File: config.mk
export PLATFORM = sky130hd
export DESIGN_NAME = mqtt_packet_deframer
export DESIGN_NICKNAME = d
export VERILOG_FILES = /design/src/rtl/mpd_pkg.sv /design/src/rtl/mqtt_packet_deframer.sv /design/src/rtl/mpd_parser.sv /design/src/rtl/mpd_out_fifo.sv
export SDC_FILE = /design/constraint.sdc
export NUM_CORES = 1
export LEC_CHECK = 0
export BUFFER_PORTS_ARGS = -buffer_cell sky130_fd_sc_hd__buf_4
export CAP_MARGIN = 20
export CORE_ASPECT_RATIO = 1.1
export CORE_MARGIN = 3
export CORE_UTILIZATION = 60
export CTS_CLUSTER_DIAMETER = 200
export CTS_CLUSTER_SIZE = 24
export DETAILED_ROUTE_END_ITERATION = 10
export HOLD_SLACK_MARGIN = 0.06
export PLACE_DENSITY = 0.76
export SLEW_MARGIN = 15
export SYNTH_ARGS = -nofsm -noshare
export SYNTH_HDL_FRONTEND = slang
export SYNTH_SLANG_ARGS = --single-unit
File: constraint.sdc
create_clock -name clk -period 14.7 [get_ports clk]
set_input_delay 1.47 -clock clk [delete_from_list [all_inputs] [get_ports clk]]
set_output_delay 1.47 -clock clk [all_outputs]
set_load 0.1 [all_outputs]
File: src/rtl/mpd_pkg.sv
// types and constants of the mqtt packet deframer
package mpd_pkg;

  localparam int MAX_LENGTH_BYTES = 4;
  localparam int LEN_W            = 28;
  localparam int CNT_W            = 3;
  localparam int FIFO_DEPTH       = 8;
  localparam int PTR_W            = $clog2(FIFO_DEPTH);
  localparam int FILL_W           = PTR_W + 1;
  // room needed before a byte is taken: two results in flight plus two for the new byte
  localparam int READY_LIMIT      = FIFO_DEPTH - 4;
  localparam int TDATA_W          = 48;
  localparam int TUSER_W          = 2;

  localparam logic [3:0] TYPE_CONNACK = 4'd2;
  localparam logic [3:0] TYPE_PUBLISH = 4'd3;
  localparam logic [3:0] TYPE_SUBACK  = 4'd9;

  localparam logic [1:0] KIND_TOPIC   = 2'd0;
  localparam logic [1:0] KIND_PAYLOAD = 2'd1;
  localparam logic [1:0] KIND_SUMMARY = 2'd2;

  localparam logic STATUS_OK        = 1'b0;
  localparam logic STATUS_MALFORMED = 1'b1;

  // tdata field positions
  localparam int TD_RETAIN = 16;
  localparam int TD_STATUS = 41;

  typedef struct packed {
    logic [1:0]  item_kind;
    logic [7:0]  data_value;
    logic [3:0]  packet_kind;
    logic [3:0]  header_flags;
    logic        retain_flag;
    logic [7:0]  reply_code;
    logic [15:0] ident;
    logic        status;
    logic        last;
  } res_t;

  // up to two results per received byte; slot1 is used only with slot0
  typedef struct packed {
    logic valid0;
    logic valid1;
    res_t slot0;
    res_t slot1;
  } par_out_t;

endpackage

File: src/rtl/mqtt_packet_deframer.sv
// mqtt 3.1.1 packet deframer top level
// Takes the broker byte stream one byte per transfer and splits it into MQTT 3.1.1
// control packets. PUBLISH topic bytes and payload bytes come out one per transfer
// (tuser 0 and 1); every packet closes with a summary transfer (tuser 2, tlast high)
// that carries the header nibbles, the retain bit, the CONNACK/SUBACK return code,
// the SUBACK packet id and an ok/malformed status. A continuation bit on the fourth
// length byte gives a malformed summary and the block then drops all input until
// reset. A byte is registered at the input, parsed in the next cycle and its zero,
// one or two results are written into an eight-entry result queue, so one byte per
// cycle goes through in steady state with the output ready. The only stall comes
// from the queue: the input holds off while more than four results are queued.
module mqtt_packet_deframer
  import mpd_pkg::*;
(
  input  logic               clk,
  input  logic               rst,
  input  logic               s_axis_tvalid,
  output logic               s_axis_tready,
  input  logic [7:0]         s_axis_tdata,   // rx_byte
  output logic               m_axis_tvalid,
  input  logic               m_axis_tready,
  // data_value[7:0], packet_kind[11:8], header_flags[15:12], retain_flag[16],
  // reply_code[24:17], ident[40:25], status[41], zero fill[47:42]
  output logic [TDATA_W-1:0] m_axis_tdata,
  output logic [TUSER_W-1:0] m_axis_tuser,   // item_kind
  output logic               m_axis_tlast    // last
);

  logic              in_valid;
  logic [7:0]        in_byte;
  par_out_t          par_res;
  res_t              head;
  logic [FILL_W-1:0] fill;

  // accept while the queue can hold the worst case of the byte in flight and this one
  assign s_axis_tready = (fill <= FILL_W'(READY_LIMIT));

  // input register
  always_ff @(posedge clk) begin
    if (rst) begin
      in_valid <= 1'b0;
    end else begin
      in_valid <= s_axis_tvalid && s_axis_tready;
    end
  end

  always_ff @(posedge clk) begin
    if (s_axis_tvalid && s_axis_tready) begin
      in_byte <= s_axis_tdata;
    end
  end

  mpd_parser u_parser (
    .clk      (clk),
    .rst      (rst),
    .in_valid (in_valid),
    .in_byte  (in_byte),
    .res      (par_res)
  );

  mpd_out_fifo u_fifo (
    .clk      (clk),
    .rst      (rst),
    .wr       (par_res),
    .rd_valid (m_axis_tvalid),
    .rd_ready (m_axis_tready),
    .rd_data  (head),
    .fill     (fill)
  );

  // pack the head result onto the master side
  assign m_axis_tdata = {6'd0, head.status, head.ident, head.reply_code, head.retain_flag,
                         head.header_flags, head.packet_kind, head.data_value};
  assign m_axis_tuser = head.item_kind;
  assign m_axis_tlast = head.last;

endmodule

File: src/rtl/mpd_parser.sv
// packet parser: state registers and per-byte next-state logic
module mpd_parser
  import mpd_pkg::*;
(
  input  logic           clk,
  input  logic           rst,
  input  logic           in_valid,
  input  logic [7:0]     in_byte,
  output par_out_t       res
);

  typedef enum logic [2:0] {
    PH_HEADER,
    PH_LENGTH,
    PH_BODY,
    PH_SKIP,
    PH_HALT
  } phase_t;

  phase_t            phase, phase_next;
  logic [3:0]        kind_reg, kind_reg_next;
  logic [3:0]        flags_reg, flags_reg_next;
  logic [LEN_W-1:0]  length_acc, length_acc_next;
  logic [CNT_W-1:0]  length_byte_count, length_byte_count_next;
  logic [LEN_W-1:0]  body_count, body_count_next;
  logic [15:0]       topic_length, topic_length_next;
  logic [7:0]        code_reg, code_reg_next;
  logic [15:0]       ident_reg, ident_reg_next;

  logic [LEN_W-1:0]  len_new, bc_inc, topic_end, payload_start, need_pub;
  logic [LEN_W-1:0]  need_min;
  logic [1:0]        id_skip;
  logic [CNT_W-1:0]  cnt_inc;
  logic              body_end;
  res_t              data_item, summary_ok, summary_bad;

  always_comb begin
    // length group placed by its position, seven bits each
    case (length_byte_count[1:0])
      2'd0:    len_new = length_acc | {21'd0, in_byte[6:0]};
      2'd1:    len_new = length_acc | {14'd0, in_byte[6:0], 7'd0};
      2'd2:    len_new = length_acc | {7'd0, in_byte[6:0], 14'd0};
      default: len_new = length_acc | {in_byte[6:0], 21'd0};
    endcase
    cnt_inc  = length_byte_count + CNT_W'(1);
    need_min = (kind_reg == TYPE_CONNACK || kind_reg == TYPE_PUBLISH) ? LEN_W'(2) :
               (kind_reg == TYPE_SUBACK) ? LEN_W'(3) : '0;
    bc_inc   = body_count + LEN_W'(1);
    body_end = (bc_inc >= length_acc);
    id_skip  = (flags_reg[2:1] != 2'b00) ? 2'd2 : 2'd0;
    topic_end     = LEN_W'(topic_length) + LEN_W'(2);
    payload_start = topic_end + LEN_W'(id_skip);
    need_pub      = LEN_W'({topic_length[15:8], in_byte}) + LEN_W'(2) + LEN_W'(id_skip);
  end

  always_comb begin
    phase_next             = phase;
    kind_reg_next          = kind_reg;
    flags_reg_next         = flags_reg;
    length_acc_next        = length_acc;
    length_byte_count_next = length_byte_count;
    body_count_next        = body_count;
    topic_length_next      = topic_length;
    code_reg_next          = code_reg;
    ident_reg_next         = ident_reg;
    res.valid0             = 1'b0;
    res.valid1             = 1'b0;

    data_item              = '0;
    data_item.data_value   = in_byte;
    data_item.packet_kind  = kind_reg;
    data_item.header_flags = flags_reg;

    summary_bad              = '0;
    summary_bad.item_kind    = KIND_SUMMARY;
    summary_bad.packet_kind  = kind_reg;
    summary_bad.header_flags = flags_reg;
    summary_bad.status       = STATUS_MALFORMED;
    summary_bad.last         = 1'b1;

    if (in_valid) begin
      case (phase)
        PH_HEADER: begin
          kind_reg_next          = in_byte[7:4];
          flags_reg_next         = in_byte[3:0];
          length_acc_next        = '0;
          length_byte_count_next = '0;
          body_count_next        = '0;
          topic_length_next      = '0;
          code_reg_next          = '0;
          ident_reg_next         = '0;
          phase_next             = PH_LENGTH;
        end
        PH_LENGTH: begin
          length_acc_next        = len_new;
          length_byte_count_next = cnt_inc;
          body_count_next        = '0;
          if (in_byte[7]) begin
            if (cnt_inc >= CNT_W'(MAX_LENGTH_BYTES)) begin
              res.valid0 = 1'b1;
              phase_next = PH_HALT;
            end
          end else if (len_new < need_min) begin
            res.valid0 = 1'b1;
            phase_next = (len_new == '0) ? PH_HEADER : PH_SKIP;
          end else if (len_new == '0) begin
            res.valid0 = 1'b1;
            phase_next = PH_HEADER;
          end else begin
            phase_next = PH_BODY;
          end
        end
        PH_SKIP: begin
          body_count_next = bc_inc;
          if (body_end) begin
            phase_next = PH_HEADER;
          end
        end
        PH_BODY: begin
          body_count_next = bc_inc;
          if (kind_reg == TYPE_CONNACK) begin
            if (body_count == LEN_W'(1)) begin
              code_reg_next = in_byte;
            end
          end else if (kind_reg == TYPE_SUBACK) begin
            if (body_count == LEN_W'(0)) begin
              ident_reg_next = {in_byte, 8'd0};
            end else if (body_count == LEN_W'(1)) begin
              ident_reg_next = {ident_reg[15:8], in_byte};
            end else if (body_count == LEN_W'(2)) begin
              code_reg_next = in_byte;
            end
          end else if (kind_reg == TYPE_PUBLISH) begin
            if (body_count == LEN_W'(0)) begin
              topic_length_next = {in_byte, 8'd0};
            end else if (body_count == LEN_W'(1)) begin
              topic_length_next = {topic_length[15:8], in_byte};
            end else if (body_count < topic_end) begin
              data_item.item_kind = KIND_TOPIC;
              res.valid0          = 1'b1;
            end else if (body_count >= payload_start) begin
              data_item.item_kind = KIND_PAYLOAD;
              res.valid0          = 1'b1;
            end
          end
          if (kind_reg == TYPE_PUBLISH && body_count == LEN_W'(1) &&
              need_pub > length_acc) begin
            // topic does not fit the body: report and drop the rest
            res.valid0 = 1'b1;
            phase_next = body_end ? PH_HEADER : PH_SKIP;
          end else if (body_end) begin
            if (res.valid0) begin
              res.valid1 = 1'b1;
            end else begin
              res.valid0 = 1'b1;
            end
            phase_next = PH_HEADER;
          end
        end
        default: begin
          phase_next = PH_HALT;
        end
      endcase
    end

    summary_ok              = '0;
    summary_ok.item_kind    = KIND_SUMMARY;
    summary_ok.packet_kind  = kind_reg;
    summary_ok.header_flags = flags_reg;
    summary_ok.retain_flag  = (kind_reg == TYPE_PUBLISH) ? flags_reg[0] : 1'b0;
    summary_ok.reply_code   = (kind_reg == TYPE_CONNACK || kind_reg == TYPE_SUBACK) ?
                              code_reg_next : 8'd0;
    summary_ok.ident        = (kind_reg == TYPE_SUBACK) ? ident_reg_next : 16'd0;
    summary_ok.status       = STATUS_OK;
    summary_ok.last         = 1'b1;

    // pick slot contents from where the item came from
    if (phase == PH_LENGTH) begin
      res.slot0 = (in_byte[7] || len_new < need_min) ? summary_bad : summary_ok;
    end else if (kind_reg == TYPE_PUBLISH && body_count == LEN_W'(1) &&
                 need_pub > length_acc) begin
      res.slot0 = summary_bad;
    end else if (res.valid1 || data_item.item_kind == KIND_TOPIC ||
                 data_item.item_kind == KIND_PAYLOAD) begin
      res.slot0 = (res.valid1 || !body_end) ? data_item : summary_ok;
    end else begin
      res.slot0 = summary_ok;
    end
    res.slot1 = summary_ok;
  end

  always_ff @(posedge clk) begin
    if (rst) begin
      phase             <= PH_HEADER;
      kind_reg          <= '0;
      flags_reg         <= '0;
      length_acc        <= '0;
      length_byte_count <= '0;
      body_count        <= '0;
      topic_length      <= '0;
      code_reg          <= '0;
      ident_reg         <= '0;
    end else begin
      phase             <= phase_next;
      kind_reg          <= kind_reg_next;
      flags_reg         <= flags_reg_next;
      length_acc        <= length_acc_next;
      length_byte_count <= length_byte_count_next;
      body_count        <= body_count_next;
      topic_length      <= topic_length_next;
      code_reg          <= code_reg_next;
      ident_reg         <= ident_reg_next;
    end
  end

endmodule

File: src/rtl/mpd_out_fifo.sv
// result queue: takes up to two results a cycle, hands out one
module mpd_out_fifo
  import mpd_pkg::*;
(
  input  logic              clk,
  input  logic              rst,
  input  par_out_t          wr,
  output logic              rd_valid,
  input  logic              rd_ready,
  output res_t              rd_data,
  output logic [FILL_W-1:0] fill
);

  res_t              mem [FIFO_DEPTH];
  logic [PTR_W-1:0]  wp, rp;
  logic [FILL_W-1:0] pushes;
  logic              pop;

  assign rd_valid = (fill != '0);
  assign rd_data  = mem[rp];
  assign pop      = rd_valid && rd_ready;
  assign pushes   = FILL_W'(wr.valid0) + FILL_W'(wr.valid1);

  always_ff @(posedge clk) begin
    if (wr.valid0) begin
      mem[wp] <= wr.slot0;
    end
    if (wr.valid1) begin
      mem[wp + PTR_W'(1)] <= wr.slot1;
    end
  end

  always_ff @(posedge clk) begin
    if (rst) begin
      wp   <= '0;
      rp   <= '0;
      fill <= '0;
    end else begin
      wp   <= wp + PTR_W'(pushes);
      rp   <= rp + PTR_W'(pop);
      fill <= fill + pushes - FILL_W'(pop);
    end
  end

endmodule

==> run metrics, run 1 <==
Area growth syn-to-layout 5.60%; CP Capture Type flip-flop; TNS Setup 0 ps; leakage 9.39 nW; core area 40,500 sq um; Die Span X 200 um; length in cells of the worst reg-to-reg path 19; Worst EP arrival 8160 ps; Mean Syn Cell Area 10.8 sq um; number of global-route vias before repair 17.7k; CTS resizes 0; clk_lat worst skew 580 ps; startpoint type of the worst setup path flip-flop; top flop regs u_fifo.mem (352), u_parser.body_count (28), u_parser.length_acc (28); initial detailed-routing violation count 1,794; clk buf depth 3; worst-margin pin slew 1090 ps; Syn. warnings 0; Clock Sinks 481; synthesized area 24,800 sq um; CTS tree done; run status finished, final reports clean; global-route wire length before repair 98.3 mm; CTS clk-pin slew, worst paths 100 ps; largest net degree at the start of global routing 82; fmax 127 MHz; Overall Global Routing Usage 28.4%; # setup viols final 0; Die H 219 um; Final ANT Viol Nets 0; Clock Tree Root clkbuf_16; clock skew 45.8 ps; worst vdd ir 0.000109 V; CP Class reg -> reg; crit-path max FO 81; design area 26,200 sq um; Hold Path Depth 2; I/O Pins 65; drt via density 6.56; required time worst endpoint 14,980 ps; FP Rows 77; RSZ-0062 raised after global routing false; Initial Utilization 61.3%; Residual DRC 0; area of the multi-input gates 11,600 sq um; Syn Inst Count 2,289; Die Area 43,800 sq um; Rel. slew slack 27.0%; part of the cycle the worst path needs 53.6%; Avg WL per Cell 22.6 um; Synth cell types 77; initial antenna violation count 0; htree depth 1; HP Class reg -> reg; DR vias 18.1k; R2R setup slack 6820 ps; pwr dens 113 nW/um^2; Max Cap Viol 0; Final Net Count 2,354; setup repair bufs after CTS 0; Final GP Congestion 0.964; CTS Hold Bufs 0; antenna cell count 0; crit path time final 7880 ps; TritonCTS buffer count 24; EDFF count, synth 272; share of cells above drive strength 1 12.1%; Biggest register u_fifo.mem; DP Area 25,500 sq um; # fillers 3,022; sequential element share of the synthesized area 49.8%; count of state elements after synthesis 481; Top FF cell, synth edfxtp_1; final WL 62.3 mm; area taken by flip-flops and latches 12,400 sq um; final hold violations 0; Async SR Flop Fraction 0%; Largest register FFs 352; gr ovfl total 0; Detail Placement HPWL 41.1 mm; first-pass iteration count of the detailed router 5; port bufs 58; Final Max Slew Viols 0
[cell families (layout without fill, tap and decap cells)]
family	after synthesis	after routing	synth area share (%)
simple gates	781	781	15.1
flops	481	481	49.8
compound gates	441	441	11.8
buf+inv	239	192	3.89
mux	154	154	10.9
fa+ha+maj	111	111	5.65
xor+xnor	80	80	2.82
other cells	2	8	0.0303
[final cells by class]
class / instances / share of cell area, %
clock buffers: 41 / 2.62
clock inverters: 1 / 0.115
inverters: 65 / 0.931
multi-input cells: 1575 / 44.2
flip-flops and latches: 481 / 47.2
well taps: 513 / 2.45
repair buffers: 85 / 2.46
[worst max-delay path, cell delays in order (launching register included)]
cell and delay [ps]:
edfxtp_1 830, ha_1 380, xor2_1 290, nand3_1 180, nor4_1 530, o211ai_1 210, or2_2 340, a21oi_1 180
xor2_1 170, ha_1 270, a21oi_1 160, nand2_1 70, a221o_1 290, o311ai_1 670, nand3_1 230, a211oi_4 270
buf_4 710, or2_2 890, nand2_1 410, buf_4 390
[power by group]
group,switching (W),internal [W]
combinational,0.000461,0.000233
clock,0.000430,0.000325
sequential,0.0000805,0.00143
total,0.000972,0.00198
[synth_stat cells (7+ instances only)]
library cell | instances | share of area, %
buf_4 | 9 | 0.27
mux2_2 | 44 | 2.0
nor3_1 | 30 | 0.61
xnor2_1 | 38 | 1.3
a21boi_1 | 13 | 0.39
mux4_2 | 88 | 8.0
inv_1 | 65 | 0.98
o211ai_1 | 70 | 2.1
o22ai_1 | 14 | 0.35
a211oi_1 | 8 | 0.24
a21boi_0 | 16 | 0.48
xor2_1 | 42 | 1.5
and3_1 | 22 | 0.55
clkbuf_1 | 135 | 2.0
a22oi_1 | 47 | 1.4
nand3b_1 | 21 | 0.64
o31ai_1 | 18 | 0.54
a21oi_1 | 76 | 1.5
nor2b_1 | 52 | 1.3
a31oi_1 | 8 | 0.20
nand2_1 | 127 | 1.9
dfxtp_1 | 209 | 17
edfxtp_1 | 272 | 33
nor4_1 | 22 | 0.55
nand3_1 | 84 | 1.7
or3_1 | 8 | 0.20
o21ai_0 | 92 | 1.9
buf_1 | 17 | 0.26
or2_2 | 10 | 0.25
mux2i_1 | 22 | 0.89
nand4_1 | 20 | 0.50
ha_1 | 108 | 5.4
a22o_1 | 29 | 1.0
buf_2 | 9 | 0.18
and2_1 | 44 | 1.1
o31a_1 | 7 | 0.25
a21o_1 | 7 | 0.21
nor2_1 | 311 | 4.7
o21ai_1 | 7 | 0.14
[worst paths after layout]
kind	from	to
setup / recovery	in_byte[2]	u_fifo.mem[0][18]
setup reg to reg	in_byte[2]	u_fifo.mem[0][18]
hold reg to reg	u_fifo.mem[2][40]	u_fifo.mem[2][40]
hold / removal	u_fifo.mem[2][40]	u_fifo.mem[2][40]
[layout by cell type, fill, tap and decap left out, drive strengths merged, types with 9 or more instances in the layout]
cell type,count
inv,65
a21oi,77
clkbuf,41
a211oi,9
a22o,29
mux4,88
nor2b,52
nor2,311
o31ai,19
nor3,30
buf,85
xor2,42
nand3b,21
a22oi,47
a21boi,29
ha,108
o211ai,70
edfxtp,272
o22ai,14
nand3,84
nor4,23
dfxtp,209
mux2i,22
and3,22
nand2,127
nand4,20
xnor2,38
or2,10
o21ai,99
and2,45
mux2,44
[layer usage]
layer	up-vias	wire length, um	GRT usage (%)
met5	-	0	0
met1	8912	25100	37.9
met4	0	2260	10.7
met3	137	4230	2.81
li1	8259	-	-
met2	802	30800	48.3
[metrics by stage]
step | cells | utilization [%] | setup slack, ps | power, W | hold WS (ps)
after floorplan | 2295 | - | 8370 | 0.00207 | 435
after global placement | 2718 | 62.9 | 6830 | 0.00222 | 442
after detailed placement | 2719 | 63.0 | 6700 | 0.00223 | 453
after CTS | 2761 | 64.7 | 6630 | 0.00297 | 466
after global routing | 2761 | 64.7 | 6250 | 0.00306 | 477
final | 2761 | 64.7 | 6820 | 0.00296 | 465
(Power assumes the default switching activity.)
==> inputs of run 2 (changes only) <==
==> constraint.sdc (replaced) <==
create_clock -name clk -period 7.8 [get_ports clk]
set_input_delay 0.78 -clock clk [delete_from_list [all_inputs] [get_ports clk]]
set_output_delay 0.78 -clock clk [all_outputs]
set_load 0.1 [all_outputs]
==> run metrics, run 2 (synthesis gave the netlist of run 1 again) <==
Clock Tree Root clkbuf_16; gr ovfl total 0; HP Start s_axis_tdata[7]; r2r startpoint u_parser.topic_length[1]; Final GP Congestion 0.902; Die Span X 200 um; number of global-route vias before repair 18.1k; part of the cycle the worst path needs 84.0%; clk buf depth 3; setup ws final 1250 ps; Worst EP arrival 6770 ps; port bufs 58; Clock Sinks 481; Detail Placement HPWL 42.9 mm; first-pass iteration count of the detailed router 5; leakage 9.66 nW; Biggest register u_fifo.mem; fin cells 2,788; TritonCTS buffer count 24; Die H 219 um; worst vdd ir 0.000215 V; commonest non-fill, non-tap cell in the layout nor2_1; I/O Pins 65; HP Class in -> reg; FP Rows 77; Hold Path Depth 1; startpoint type of the worst setup path flip-flop; DR vias 18.2k; initial detailed-routing violation count 1,629; Rel. slew slack 29.4%; Final ANT Viol Nets 0; share of cells above drive strength 1 13.1%; CP Capture Type flip-flop; Avg WL per Cell 22.8 um; clock skew 35.0 ps; CP Class reg -> reg; core area 40,500 sq um; required time worst endpoint 8020 ps; hold endpoint in_byte[7]; worst-margin pin slew 1050 ps; dpl cells 2,745; fmax 153 MHz; top flop regs u_fifo.mem (352), u_parser.body_count (28), u_parser.length_acc (28); Die Area 43,800 sq um; CTS tree done; Area growth syn-to-layout 6.56%; RSZ-0062 raised after global routing false; final hold violations 0; antenna cell count 0; crit path time final 6550 ps; Placement Setup Slack 1380 ps; Overall Global Routing Usage 29.1%; Initial Utilization 61.3%; TNS Setup 0 ps; global-route wire length before repair 100 mm; crit-path max FO 42; drt via density 6.52; initial antenna violation count 0; clk_lat worst skew 590 ps; pwr dens 211 nW/um^2; length in cells of the worst reg-to-reg path 20; run status finished, final reports clean; CTS resizes 0; RR Endpoint u_fifo.mem[4][7]; CTS clk-pin slew, worst paths 110 ps; final WL 63.6 mm; setup repair bufs after CTS 0; Residual DRC 0; CTS Hold Bufs 0; htree depth 1; R2R setup slack 1250 ps; Largest register FFs 352; most frequent cells in the layout nor2_1, edfxtp_1, dfxtp_1; largest net degree at the start of global routing 67; # setup viols final 0; Max Cap Viol 0; Final Net Count 2,381; Final Max Slew Viols 0
-- run 2: cell types whose count changed in the layout (fill, tap and decap cells not counted) --
cell / before / now
clkinv_8: 0 / 1
clkbuf_16: 25 / 24
buf_12: 0 / 2
buf_16: 0 / 1
o311ai_0: 1 / 2
buf_4: 84 / 108
o311ai_1: 2 / 1
-- run 2: cell type report --
type                            instances  area, sq um
Fill cell                            3081        14000
Sequential cell                       481        12400
Multi-Input combinational cell       1575        11600
Timing Repair Buffer                  112          893
Clock buffer                           40          661
Tap cell                              513          642
Inverter                               65          244
Clock inverter                          2         46.3
-- run 2: worst max-delay path by stage --
stage                             start           endpoint  cells after the start
2_1_floorplan                in_byte[1]     u_fifo.fill[3]                     28
3_3_place_gp   u_parser.topic_length[1]  u_fifo.mem[4][19]                     20
3_5_place_dp   u_parser.topic_length[1]  u_fifo.mem[4][13]                     20
4_1_cts        u_parser.topic_length[1]   u_fifo.mem[4][7]                     20
5_1_grt        u_parser.topic_length[1]  u_fifo.mem[4][21]                     20
6_report       u_parser.topic_length[1]   u_fifo.mem[4][7]                     20
-- run 2: worst max-delay path, cell delays in order (launching register included) --
cell and delay, ps:
dfxtp_1 440, ha_1 320, inv_1 70, nor3_1 410, nand2_1 120, xor2_1 200, or4_1 560, or3_1 430
nor3_1 280, xor2_1 120, ha_1 320, nand2_1 60, nor3_1 210, o311a_1 220, a211oi_1 110, a21oi_4 350
a211oi_4 60, buf_4 310, or4b_2 940, nand2_1 140, buf_4 480
-- run 2: per-stage QoR --
| step | total power (W) | utilization [%] | hold WS (ps) | area [sq um] |
|---|---|---|---|---|
| floorplan | 0.00389 | - | 435 | 24800 |
| global route | 0.00576 | 65.3 | 348 | 26400 |
| CTS | 0.00559 | 65.3 | 344 | 26400 |
| global placement | 0.00420 | 63.5 | 443 | 25700 |
| finish | 0.00557 | 65.3 | 370 | 26400 |
| detailed placement | 0.00422 | 63.5 | 456 | 25700 |
-- run 2: report_power, final --
group          internal (W)  leakage (nW)  switching, W
clock              0.000594         0.333      0.000816
combinational      0.000439          4.61      0.000911
sequential          0.00269          4.71      0.000117
total               0.00372          9.66       0.00184
-- run 2: per-layer routing --
metal | vias up | track usage, % | routed length (um) | part of all wire (%)
met5 | - | 0 | 0 | 0
met2 | 787 | 49.8 | 31300 | 49
met1 | 8932 | 38.1 | 25200 | 40
li1 | 8311 | - | - | -
met3 | 155 | 3.61 | 4610 | 7.2
met4 | 0 | 11.0 | 2500 | 3.9
